===== src/sv/baro_pkg.sv =====
`timescale 1ns / 1ps

package baro_pkg;

	// Field widths.
	localparam int RAW_W         = 24;
	localparam int CAL_W         = 16;
	localparam int TEMP_W        = 19;
	localparam int TEMP_OUT_W    = 20;
	localparam int PRESS_W       = 32;
	localparam int CFG_IDX_W     = 3;
	localparam int AVG_DEPTH_DEF = 20;

	// Calibration register indexes.
	localparam logic [CFG_IDX_W-1:0] REG_C1 = 3'd0;
	localparam logic [CFG_IDX_W-1:0] REG_C2 = 3'd1;
	localparam logic [CFG_IDX_W-1:0] REG_C3 = 3'd2;
	localparam logic [CFG_IDX_W-1:0] REG_C4 = 3'd3;
	localparam logic [CFG_IDX_W-1:0] REG_C5 = 3'd4;
	localparam logic [CFG_IDX_W-1:0] REG_C6 = 3'd5;

	typedef enum logic [3:0] {
		ST_IDLE,
		ST_MTEMP,
		ST_MOFF,
		ST_MSENS,
		ST_MDTSQ,
		ST_MASQ,
		ST_FIVE,
		ST_ADJ,
		ST_MPLO,
		ST_MPHI,
		ST_FULL,
		ST_DIFF,
		ST_DIV,
		ST_OUT
	} state_t;

	// Operand pair fed to the shared multiplier.
	typedef enum logic [2:0] {
		MUL_DT_C6,
		MUL_C4_DT,
		MUL_C3_DT,
		MUL_DT_DT,
		MUL_DIFF_SQ,
		MUL_D1_SLO,
		MUL_D1_SHI
	} mul_op_t;

	// Register update performed by the datapath in a cycle.
	typedef enum logic [3:0] {
		DP_NONE,
		DP_LOAD,
		DP_TEMP,
		DP_OFF,
		DP_SENS,
		DP_T2,
		DP_A5,
		DP_ADJ,
		DP_PLO,
		DP_FULL,
		DP_DIFF,
		DP_DIV,
		DP_OUT
	} dp_step_t;

	typedef struct packed {
		mul_op_t  mul_op;
		dp_step_t step;
		logic     mean_abs;
		logic     mean_mul;
	} dp_cmd_t;

endpackage


===== src/sv/baro_pressure_temp_compensation_core.sv =====
`timescale 1ns / 1ps

// Barometric pressure and temperature compensation core.
// Input channel: one word per conversion pair (raw_temperature, raw_pressure),
// taken on a rising edge with in_valid high and in_stall low. Output channel:
// one word per input (temperature, pressure, mean temperature), taken when
// out_valid is high and out_stall is low.
// Six calibration words are written through cfg_we/cfg_index/cfg_data; the
// user must write them only while the core is idle, which the core itself
// does not enforce. Indexes beyond the sixth register are ignored. The
// arithmetic runs through one shared 26x26 multiplier, one product a cycle,
// and a new word is taken only after the core is through with the last one.
// in_stall is low only while the core is idle. A finished word waits in the
// output register; the next input word may be taken meanwhile, and its
// result is held back until the receiver has taken the previous one.
// Reset clears the calibration words, the valid bits of the temperature ring
// (AVG_DEPTH deep), its running sum and position, and the output valid flag.
module baro_pressure_temp_compensation_core #(
	parameter int AVG_DEPTH = baro_pkg::AVG_DEPTH_DEF
) (
	input  logic                                   clk,
	input  logic                                   arst_n,
	input  logic                                   in_valid,
	output logic                                   in_stall,
	input  logic [baro_pkg::RAW_W-1:0]             raw_temperature,
	input  logic [baro_pkg::RAW_W-1:0]             raw_pressure,
	output logic                                   out_valid,
	input  logic                                   out_stall,
	output logic signed [baro_pkg::TEMP_OUT_W-1:0] temperature_centideg,
	output logic signed [baro_pkg::PRESS_W-1:0]    pressure_pa,
	output logic signed [baro_pkg::TEMP_OUT_W-1:0] avg_temperature_centideg,
	input  logic                                   cfg_we,
	input  logic [baro_pkg::CFG_IDX_W-1:0]         cfg_index,
	input  logic [baro_pkg::CAL_W-1:0]             cfg_data
);
	import baro_pkg::*;

	dp_cmd_t cmd;

	baro_ctrl u_ctrl (
		.clk       (clk),
		.arst_n    (arst_n),
		.in_valid  (in_valid),
		.in_stall  (in_stall),
		.out_valid (out_valid),
		.out_stall (out_stall),
		.cmd       (cmd)
	);

	baro_dp #(
		.AVG_DEPTH (AVG_DEPTH)
	) u_dp (
		.clk                      (clk),
		.arst_n                   (arst_n),
		.cmd                      (cmd),
		.cfg_we                   (cfg_we),
		.cfg_index                (cfg_index),
		.cfg_data                 (cfg_data),
		.raw_temperature          (raw_temperature),
		.raw_pressure             (raw_pressure),
		.temperature_centideg     (temperature_centideg),
		.pressure_pa              (pressure_pa),
		.avg_temperature_centideg (avg_temperature_centideg)
	);

	// Once a word is taken the core is busy with it.
	assert property (@(posedge clk) disable iff (!arst_n)
		in_valid && !in_stall |=> in_stall)
		else $error("core took a second word while busy");

	// Operands are loaded only on an input handshake.
	assert property (@(posedge clk) disable iff (!arst_n)
		cmd.step == DP_LOAD |-> in_valid && !in_stall)
		else $error("operands loaded without an input handshake");

	// A result load always presents a valid output word.
	assert property (@(posedge clk) disable iff (!arst_n)
		cmd.step == DP_OUT |=> out_valid)
		else $error("result loaded but not presented");

	// A new result appears only at the end of a busy period.
	assert property (@(posedge clk) disable iff (!arst_n)
		$rose(out_valid) |-> $past(in_stall))
		else $error("result appeared without work in progress");

endmodule


===== src/sv/baro_ctrl.sv =====
`timescale 1ns / 1ps

module baro_ctrl (
	input  logic              clk,
	input  logic              arst_n,
	input  logic              in_valid,
	output logic              in_stall,
	output logic              out_valid,
	input  logic              out_stall,
	output baro_pkg::dp_cmd_t cmd
);
	import baro_pkg::*;

	state_t state_q;
	state_t state_next;
	logic   out_valid_q;
	logic   out_free;
	logic   out_load;

	assign out_free  = !out_valid_q || !out_stall;
	assign out_load  = (state_q == ST_OUT) && out_free;
	assign out_valid = out_valid_q;

	always_comb begin
		state_next = state_q;
		unique case (state_q)
			ST_IDLE:  if (in_valid) state_next = ST_MTEMP;
			ST_MTEMP: state_next = ST_MOFF;
			ST_MOFF:  state_next = ST_MSENS;
			ST_MSENS: state_next = ST_MDTSQ;
			ST_MDTSQ: state_next = ST_MASQ;
			ST_MASQ:  state_next = ST_FIVE;
			ST_FIVE:  state_next = ST_ADJ;
			ST_ADJ:   state_next = ST_MPLO;
			ST_MPLO:  state_next = ST_MPHI;
			ST_MPHI:  state_next = ST_FULL;
			ST_FULL:  state_next = ST_DIFF;
			ST_DIFF:  state_next = ST_DIV;
			ST_DIV:   state_next = ST_OUT;
			ST_OUT:   if (out_free) state_next = ST_IDLE;
			default:  state_next = ST_IDLE;
		endcase
	end

	// Each multiply is registered; the following state consumes the product.
	always_comb begin
		cmd      = '{mul_op: MUL_DT_C6, step: DP_NONE, mean_abs: 1'b0, mean_mul: 1'b0};
		in_stall = 1'b1;
		unique case (state_q)
			ST_IDLE: begin
				in_stall = 1'b0;
				if (in_valid) cmd.step = DP_LOAD;
			end
			ST_MTEMP: cmd.mul_op = MUL_DT_C6;
			ST_MOFF: begin
				cmd.mul_op = MUL_C4_DT;
				cmd.step   = DP_TEMP;
			end
			ST_MSENS: begin
				cmd.mul_op = MUL_C3_DT;
				cmd.step   = DP_OFF;
			end
			ST_MDTSQ: begin
				cmd.mul_op = MUL_DT_DT;
				cmd.step   = DP_SENS;
			end
			ST_MASQ: begin
				cmd.mul_op = MUL_DIFF_SQ;
				cmd.step   = DP_T2;
			end
			ST_FIVE: cmd.step = DP_A5;
			ST_ADJ:  cmd.step = DP_ADJ;
			ST_MPLO: begin
				cmd.mul_op   = MUL_D1_SLO;
				cmd.mean_abs = 1'b1;
			end
			ST_MPHI: begin
				cmd.mul_op   = MUL_D1_SHI;
				cmd.step     = DP_PLO;
				cmd.mean_mul = 1'b1;
			end
			ST_FULL: cmd.step = DP_FULL;
			ST_DIFF: cmd.step = DP_DIFF;
			ST_DIV:  cmd.step = DP_DIV;
			ST_OUT:  if (out_free) cmd.step = DP_OUT;
			default: cmd.step = DP_NONE;
		endcase
	end

	always_ff @(posedge clk or negedge arst_n) begin
		if (!arst_n) begin
			state_q     <= ST_IDLE;
			out_valid_q <= 1'b0;
		end else begin
			state_q <= state_next;
			if (out_load) begin
				out_valid_q <= 1'b1;
			end else if (!out_stall) begin
				out_valid_q <= 1'b0;
			end
		end
	end

endmodule


===== src/sv/baro_dp.sv =====
`timescale 1ns / 1ps

module baro_dp #(
	parameter int AVG_DEPTH = baro_pkg::AVG_DEPTH_DEF
) (
	input  logic                                    clk,
	input  logic                                    arst_n,
	input  baro_pkg::dp_cmd_t                       cmd,
	input  logic                                    cfg_we,
	input  logic [baro_pkg::CFG_IDX_W-1:0]          cfg_index,
	input  logic [baro_pkg::CAL_W-1:0]              cfg_data,
	input  logic [baro_pkg::RAW_W-1:0]              raw_temperature,
	input  logic [baro_pkg::RAW_W-1:0]              raw_pressure,
	output logic signed [baro_pkg::TEMP_OUT_W-1:0]  temperature_centideg,
	output logic signed [baro_pkg::PRESS_W-1:0]     pressure_pa,
	output logic signed [baro_pkg::TEMP_OUT_W-1:0]  avg_temperature_centideg
);
	import baro_pkg::*;

	localparam int DT_W   = RAW_W + 1;
	localparam int OP_W   = 26;
	localparam int PROD_W = 2 * OP_W;
	localparam int SENS_W = 38;
	localparam int OFF_W  = 38;
	localparam int HALF_W = SENS_W / 2;
	localparam int PART_W = RAW_W + HALF_W;
	localparam int FULL_W = PART_W + HALF_W;
	localparam int DS_W   = FULL_W - 21;
	localparam int NUM_W  = DS_W + 1;
	localparam int QUO_W  = NUM_W - 15;
	localparam int A_W    = 35;
	localparam int A5_W   = A_W + 2;
	localparam int Q_W    = 18;

	localparam logic signed [TEMP_W-1:0] TEMP_REF = 19'sd2000;

	// Ring geometry and the reciprocal used for the mean.
	localparam int POS_W   = (AVG_DEPTH > 1) ? $clog2(AVG_DEPTH) : 1;
	localparam int SUM_W   = TEMP_W + $clog2(AVG_DEPTH);
	localparam int RECIP_K = SUM_W + $clog2(AVG_DEPTH);
	localparam int RECIP_W = RECIP_K + 1;
	localparam logic [63:0] RECIP_FULL =
		((64'd1 << RECIP_K) + 64'(AVG_DEPTH) - 64'd1) / 64'(AVG_DEPTH);
	localparam logic [RECIP_W-1:0] RECIP_M = RECIP_FULL[RECIP_W-1:0];
	localparam int MPROD_W = SUM_W + RECIP_W;
	localparam logic [POS_W-1:0] POS_LAST = POS_W'(AVG_DEPTH - 1);

	logic [CAL_W-1:0] c1_q, c2_q, c3_q, c4_q, c5_q, c6_q;

	logic        [RAW_W-1:0]   d1_q;
	logic signed [DT_W-1:0]    dt_q;
	logic signed [TEMP_W-1:0]  temp_q;
	logic                      cold_q;
	logic signed [OFF_W-1:0]   off_q;
	logic signed [SENS_W-1:0]  sens_q;
	logic        [A5_W-1:0]    a5_q;
	logic signed [PROD_W-1:0]  prod_q;
	logic        [PART_W-1:0]  plo_q;
	logic signed [DS_W-1:0]    ds_q;
	logic signed [NUM_W-1:0]   num_q;
	logic signed [QUO_W-1:0]   quo_q;

	logic signed [TEMP_W-1:0]  ring_mem [AVG_DEPTH];
	logic signed [TEMP_W-1:0]  ring_rd_q;
	logic [AVG_DEPTH-1:0]      ring_vld_q;
	logic [POS_W-1:0]          pos_q;
	logic signed [SUM_W-1:0]   ring_sum_q;
	logic [SUM_W-1:0]          mag_q;
	logic                      neg_q;
	logic [MPROD_W-1:0]        mprod_q;

	logic signed [TEMP_OUT_W-1:0] temp_out_q;
	logic signed [PRESS_W-1:0]    press_out_q;
	logic signed [TEMP_OUT_W-1:0] avg_out_q;

	logic signed [DT_W-1:0]    dt_new;
	logic signed [OP_W-1:0]    op_a;
	logic signed [OP_W-1:0]    op_b;
	logic signed [TEMP_W-1:0]  diff;
	logic [Q_W+23-1:0]         tq_sum;
	logic signed [Q_W-1:0]     tq;
	logic [FULL_W-1:0]         full_sum;
	logic [NUM_W-1:0]          num_biased;
	logic signed [TEMP_W-1:0]  ring_old;
	logic [TEMP_W-1:0]         avg_mag;
	logic signed [TEMP_OUT_W-1:0] avg_signed;

	assign dt_new = $signed({1'b0, raw_temperature}) - $signed({1'b0, c5_q, 8'b0});
	assign diff   = temp_q - TEMP_REF;

	always_comb begin
		op_a = {{(OP_W-DT_W){dt_q[DT_W-1]}}, dt_q};
		op_b = {{(OP_W-CAL_W){1'b0}}, c6_q};
		unique case (cmd.mul_op)
			MUL_DT_C6: begin
				op_a = {{(OP_W-DT_W){dt_q[DT_W-1]}}, dt_q};
				op_b = {{(OP_W-CAL_W){1'b0}}, c6_q};
			end
			MUL_C4_DT: begin
				op_a = {{(OP_W-DT_W){dt_q[DT_W-1]}}, dt_q};
				op_b = {{(OP_W-CAL_W){1'b0}}, c4_q};
			end
			MUL_C3_DT: begin
				op_a = {{(OP_W-DT_W){dt_q[DT_W-1]}}, dt_q};
				op_b = {{(OP_W-CAL_W){1'b0}}, c3_q};
			end
			MUL_DT_DT: begin
				op_a = {{(OP_W-DT_W){dt_q[DT_W-1]}}, dt_q};
				op_b = {{(OP_W-DT_W){dt_q[DT_W-1]}}, dt_q};
			end
			MUL_DIFF_SQ: begin
				op_a = {{(OP_W-TEMP_W){diff[TEMP_W-1]}}, diff};
				op_b = {{(OP_W-TEMP_W){diff[TEMP_W-1]}}, diff};
			end
			MUL_D1_SLO: begin
				op_a = {{(OP_W-RAW_W){1'b0}}, d1_q};
				op_b = {{(OP_W-HALF_W){1'b0}}, sens_q[HALF_W-1:0]};
			end
			MUL_D1_SHI: begin
				op_a = {{(OP_W-RAW_W){1'b0}}, d1_q};
				op_b = {{(OP_W-HALF_W){sens_q[SENS_W-1]}}, sens_q[SENS_W-1:HALF_W]};
			end
			default: begin
				op_a = '0;
				op_b = '0;
			end
		endcase
	end

	// Truncation toward zero of dT*C6 / 2^23: bias negative products before the shift.
	assign tq_sum = prod_q[Q_W+23-1:0]
		+ {{Q_W{1'b0}}, {23{prod_q[Q_W+23-1]}}};
	assign tq     = $signed(tq_sum[Q_W+23-1:23]);

	// D1*SENS rebuilt from its two halves.
	assign full_sum = {prod_q[PART_W-1:0], {HALF_W{1'b0}}} + {{HALF_W{1'b0}}, plo_q};

	assign num_biased = num_q + {{(NUM_W-15){1'b0}}, {15{num_q[NUM_W-1]}}};

	assign ring_old = ring_vld_q[pos_q] ? ring_rd_q : '0;

	assign avg_mag    = TEMP_W'(mprod_q >> RECIP_K);
	assign avg_signed = neg_q ? -$signed({1'b0, avg_mag}) : $signed({1'b0, avg_mag});

	always_ff @(posedge clk or negedge arst_n) begin
		if (!arst_n) begin
			c1_q <= '0;
			c2_q <= '0;
			c3_q <= '0;
			c4_q <= '0;
			c5_q <= '0;
			c6_q <= '0;
		end else if (cfg_we) begin
			unique case (cfg_index)
				REG_C1:  c1_q <= cfg_data;
				REG_C2:  c2_q <= cfg_data;
				REG_C3:  c3_q <= cfg_data;
				REG_C4:  c4_q <= cfg_data;
				REG_C5:  c5_q <= cfg_data;
				REG_C6:  c6_q <= cfg_data;
				default: ;
			endcase
		end
	end

	always_ff @(posedge clk) begin
		prod_q <= op_a * op_b;
		case (cmd.step)
			DP_LOAD: begin
				d1_q <= raw_pressure;
				dt_q <= dt_new;
			end
			DP_TEMP: begin
				temp_q <= TEMP_REF + TEMP_W'(tq);
				cold_q <= tq[Q_W-1];
			end
			DP_OFF: begin
				off_q <= $signed({6'b0, c2_q, 16'b0})
					+ $signed({{4{prod_q[40]}}, prod_q[40:7]});
			end
			DP_SENS: begin
				sens_q <= $signed({7'b0, c1_q, 15'b0})
					+ $signed({{5{prod_q[40]}}, prod_q[40:8]});
			end
			DP_T2: begin
				if (cold_q) temp_q <= temp_q - $signed(prod_q[49:31]);
			end
			DP_A5: begin
				a5_q <= {prod_q[A_W-1:0], 2'b00} + {2'b00, prod_q[A_W-1:0]};
			end
			DP_ADJ: begin
				if (cold_q) begin
					off_q  <= off_q - $signed({2'b0, a5_q[A5_W-1:1]});
					sens_q <= sens_q - $signed({3'b0, a5_q[A5_W-1:2]});
				end
			end
			DP_PLO:  plo_q <= prod_q[PART_W-1:0];
			DP_FULL: ds_q <= $signed(full_sum[FULL_W-1:21]);
			DP_DIFF: num_q <= {ds_q[DS_W-1], ds_q} - {{(NUM_W-OFF_W){off_q[OFF_W-1]}}, off_q};
			DP_DIV:  quo_q <= $signed(num_biased[NUM_W-1:15]);
			DP_OUT: begin
				temp_out_q  <= TEMP_OUT_W'(temp_q);
				// The quotient always lies well inside the 32-bit range.
				press_out_q <= PRESS_W'(quo_q);
				avg_out_q   <= avg_signed;
			end
			default: ;
		endcase
		if (cmd.mean_abs) begin
			neg_q <= ring_sum_q[SUM_W-1];
			mag_q <= ring_sum_q[SUM_W-1] ? SUM_W'(-ring_sum_q) : SUM_W'(ring_sum_q);
		end
		if (cmd.mean_mul) mprod_q <= MPROD_W'(mag_q) * MPROD_W'(RECIP_M);
	end

	always_ff @(posedge clk) begin
		ring_rd_q <= ring_mem[pos_q];
		if (cmd.step == DP_ADJ) ring_mem[pos_q] <= temp_q;
	end

	// Entries never written since reset count as zero through the valid bits.
	always_ff @(posedge clk or negedge arst_n) begin
		if (!arst_n) begin
			ring_vld_q <= '0;
			pos_q      <= '0;
			ring_sum_q <= '0;
		end else if (cmd.step == DP_ADJ) begin
			ring_vld_q[pos_q] <= 1'b1;
			ring_sum_q <= ring_sum_q - SUM_W'(ring_old) + SUM_W'(temp_q);
			pos_q      <= (pos_q == POS_LAST) ? '0 : pos_q + 1'b1;
		end
	end

	assign temperature_centideg     = temp_out_q;
	assign pressure_pa              = press_out_q;
	assign avg_temperature_centideg = avg_out_q;

endmodule

===== config.mk =====
export PLATFORM = sky130hd
export DESIGN_NAME = baro_pressure_temp_compensation_core
export DESIGN_NICKNAME = d
export VERILOG_FILES = /design/src/sv/baro_pkg.sv /design/src/sv/baro_pressure_temp_compensation_core.sv /design/src/sv/baro_ctrl.sv /design/src/sv/baro_dp.sv
export SDC_FILE = /design/constraint.sdc
export NUM_CORES = 2
export LEC_CHECK = 0
export BUFFER_PORTS_ARGS = -buffer_cell sky130_fd_sc_hd__buf_2
export CAP_MARGIN = 5
export CORE_AREA = 3 3 466 468
export DETAILED_ROUTE_END_ITERATION = 16
export DIE_AREA = 0 0 469 471
export PLACE_DENSITY_LB_ADDON = 0.25
export SLEW_MARGIN = 40
export SYNTH_ARGS = -nofsm -noshare
export SYNTH_HDL_FRONTEND = slang
export SYNTH_SLANG_ARGS = --single-unit

===== constraint.sdc =====
create_clock -name clk -period 11.1 [get_ports clk]
set_input_delay 2.22 -clock clk [delete_from_list [all_inputs] [get_ports clk]]
set_output_delay 2.22 -clock clk [all_outputs]
set_load 0.1 [all_outputs]

==> qor.yml <==
outcome:
  outcome: "completed"
route:
  drt_first_pass_iters: 6
  vias: 58521
  drt_iter0_drc: 4659
  viasPerCell: 5.36
  totalWireLength_um: 255000
  drc_errors: 0
  wl_per_cell_um: 23.3
  drtAntennaViolNets: 0
floorplan:
  ios: 146
  core_mm2: 0.214
  die_width_um: 469
  rows: 170
  die_area_mm2: 0.221
  start_util_pct: 39.8
  die_h_um: 471
worst_setup_path:
  worstPathRequired_ns: 11.78
  crit_cells: 29
  crit_arrival_ns: 11.39
  path_buf_inv: 3
  critPathLaunchType: "flop"
  critPathMaxStageDelay_ns: 0.61
  cp_slowest_cell: "a21o_1"
  crit_top_cell: "fa_1"
  r2r_cells: 29
  cpLargestDelayFamily: "adder cells"
  critPathKind: "flop to flop"
  end_kind: "flop"
  cp_max_fo: 17
logic_synthesis:
  synth_ff_type: "edfxtp_1"
  synthSimpleGateAreaFrac_pct: 9.15
  synth_top_family_by_area: "adder cells"
  synth.avg_cell_area_um2: 11.0
  async_flop_share_pct: 14.6
  synth_edf_count: 805
  muxShareOfSynthArea_pct: 4.35
  netlist_area_mm2: 0.0851
  synth_compound_area_share_pct: 8.55
  yosysSeqAreaShare_pct: 34.5
  synth_xor_area_share_pct: 4.08
  ys_ff_latch: 1024
  ys_warn_count: 0
  synth_fa_ha_area_share_pct: 32.2
  syn-num-nets: 9436
  postSynthCellCount: 7736
  synth_cell_type_count: 85
timing:
  rsz0062_at_grt: "no"
  timing.final.hold_violations: 0
  post-route-period-util_pct: 96.5
  setup_viol: 0
  whs_ns: 0.413
  worstMarginPinSlew_ns: 0.894
  relSlewSlack_pct: 39.9
  fin_crit_ns: 10.71
  fmax_mhz: 93.4
  finalSetupTns_ns: 0
  clock_skew_ns: 0.0612
  final_max_slew_viol_count: 0
global_route:
  gr-max-usage-layer: "met2"
  use_met3_pct: 4.27
  grt.total_usage_pct: 23.2
  grt_pass1_wl_um: 383000
  grtUsageMet1_pct: 32.2
  grt_pass1_vias: 60649
  grt-ovfl-total: 0
  grt_max_degree: 77
  met2_usage_pct: 36.8
  antenna_found_initial: 14
clocking:
  post_cts_resized: 0
  cts_setup_buffers: 0
  path_clk_slew_ns: 0.06
  cts_sinks: 1024
  clockBufferDepth: 3
  ctsHoldBuffers: 0
  clock_latency_ns: 0.80
  htreeDepth: 3
  cts_root_buffer: "clkbuf_16"
  tritoncts: "yes"
  numCtsBuffers: 116
hold_path:
  hold_depth: 0
  hp-class: "flop to flop"
layout:
  final_common_cell: "inv_1"
  layout-drive-gt1-share_pct: 10.2
  area_growth_pct: 10.6
  fillers: 20124
  final_cell_mix: "inv_1 (1416), fa_1 (929), edfxtp_1 (805)"
  fin_area_mm2: 0.0941
  nets: 9681
  final_util_pct: 44.0
placed_design:
  placed_cell_area_mm2: 0.0902
  gp_congestion: 0.962
  io_buffers: 145
  hpwlAfterDp_um: 201000
run:
  cap_viol_max_count: 0
-- stage by stage --
| stage | std cells | setup slack [ns] |
|---|---|---|
| after floorplan | 7736 | 1.58 |
| after global placement | 10691 | 0.243 |
| after detailed placement | 10701 | 0.399 |
| after CTS | 10914 | 0.308 |
| after global routing | 10918 | 0.186 |
| final | 10919 | 0.394 |
-- flip-flops by register name (all words and copies together) (netlist names), 20 cells and up --
signal / flops
u_dp.dt_q: 25
u_dp.ring_vld_q: 20
u_dp.ds_q: 41
u_dp.prod_q: 50
u_dp.pressure_pa: 27
u_dp.quo_q: 27
u_dp.d1_q: 24
u_dp.ring_mem: 380
u_dp.ring_sum_q: 24
u_dp.mag_q: 24
u_dp.avg_temperature_centideg: 20
u_dp.plo_q: 24
u_dp.off_q: 38
u_dp.sens_q: 38
u_dp.num_q: 42
u_dp.a5_q: 36
-- logic make-up (layout without fill, tap and decap cells) --
group	count (synthesis)	after routing
flip-flops	1024	1024
AO/OA/AOI/OAI	1101	1101
other	0	5
buffers and inverters	1637	1977
adder cells (fa/ha/maj)	1628	1628
multiplexers	231	231
XOR/XNOR	395	395
AND/OR/NAND/NOR	1720	1720
-- metal layers --
metal	vias to the layer above	wire length, um
li1	26368	-
met1	29721	111000
met2	2064	117000
met3	366	19000
met4	2	7770
met5	-	13
-- synth_stat cells (33+ instances only) --
master,instances,area share [%]
a21o_1,139,1.2
a21oi_1,271,1.6
a221o_1,40,0.47
and2_1,53,0.39
and3_1,42,0.31
clkbuf_1,183,0.81
dfrtp_1,150,4.4
dfxtp_1,69,1.6
edfxtp_1,805,28
fa_1,930,22
ha_1,698,10
inv_1,1416,6.2
mux2_2,101,1.3
mux4_2,101,2.7
nand2_1,656,2.9
nand2b_1,54,0.40
nand3_1,76,0.45
nand4_1,37,0.27
nor2_1,480,2.1
nor2b_1,65,0.48
nor3_1,102,0.60
o21a_1,57,0.50
o21ai_0,261,1.5
o31ai_1,33,0.29
or2_2,44,0.32
or3_1,37,0.27
xnor2_1,282,2.9
xor2_1,112,1.2
-- cell type report --
type / count / area (um2) / area share [%]
clock inverter: 62 / 603 / 0.641
sequential: 1024 / 29300 / 31.2
timing repair buffer: 347 / 2290 / 2.43
tap: 2838 / 3550 / 3.77
clock buffer: 151 / 3190 / 3.39
multi-input combinational: 5075 / 49800 / 52.9
antenna: 5 / 12.5 / 0.0133
inverter: 1417 / 5320 / 5.65
-- worst paths after layout --
kind | slack [ns] | startpoint | to
min in group asynchronous | 1.32 | arst_n | u_dp.ring_sum_q[14]
max | 0.39 | u_dp.temp_q[14] | u_dp.prod_q[48]
min | 0.41 | u_dp.quo_q[17] | u_dp.pressure_pa[17]
min reg2reg | 0.41 | u_dp.quo_q[17] | u_dp.pressure_pa[17]
max in group asynchronous | 8.19 | arst_n | u_dp.c5_q[5]
max reg2reg | 0.39 | u_dp.temp_q[14] | u_dp.prod_q[48]
Power is left out: the tool's default activity adds up to more than one toggle a clock period on the data nets, which glitch-free logic cannot reach.
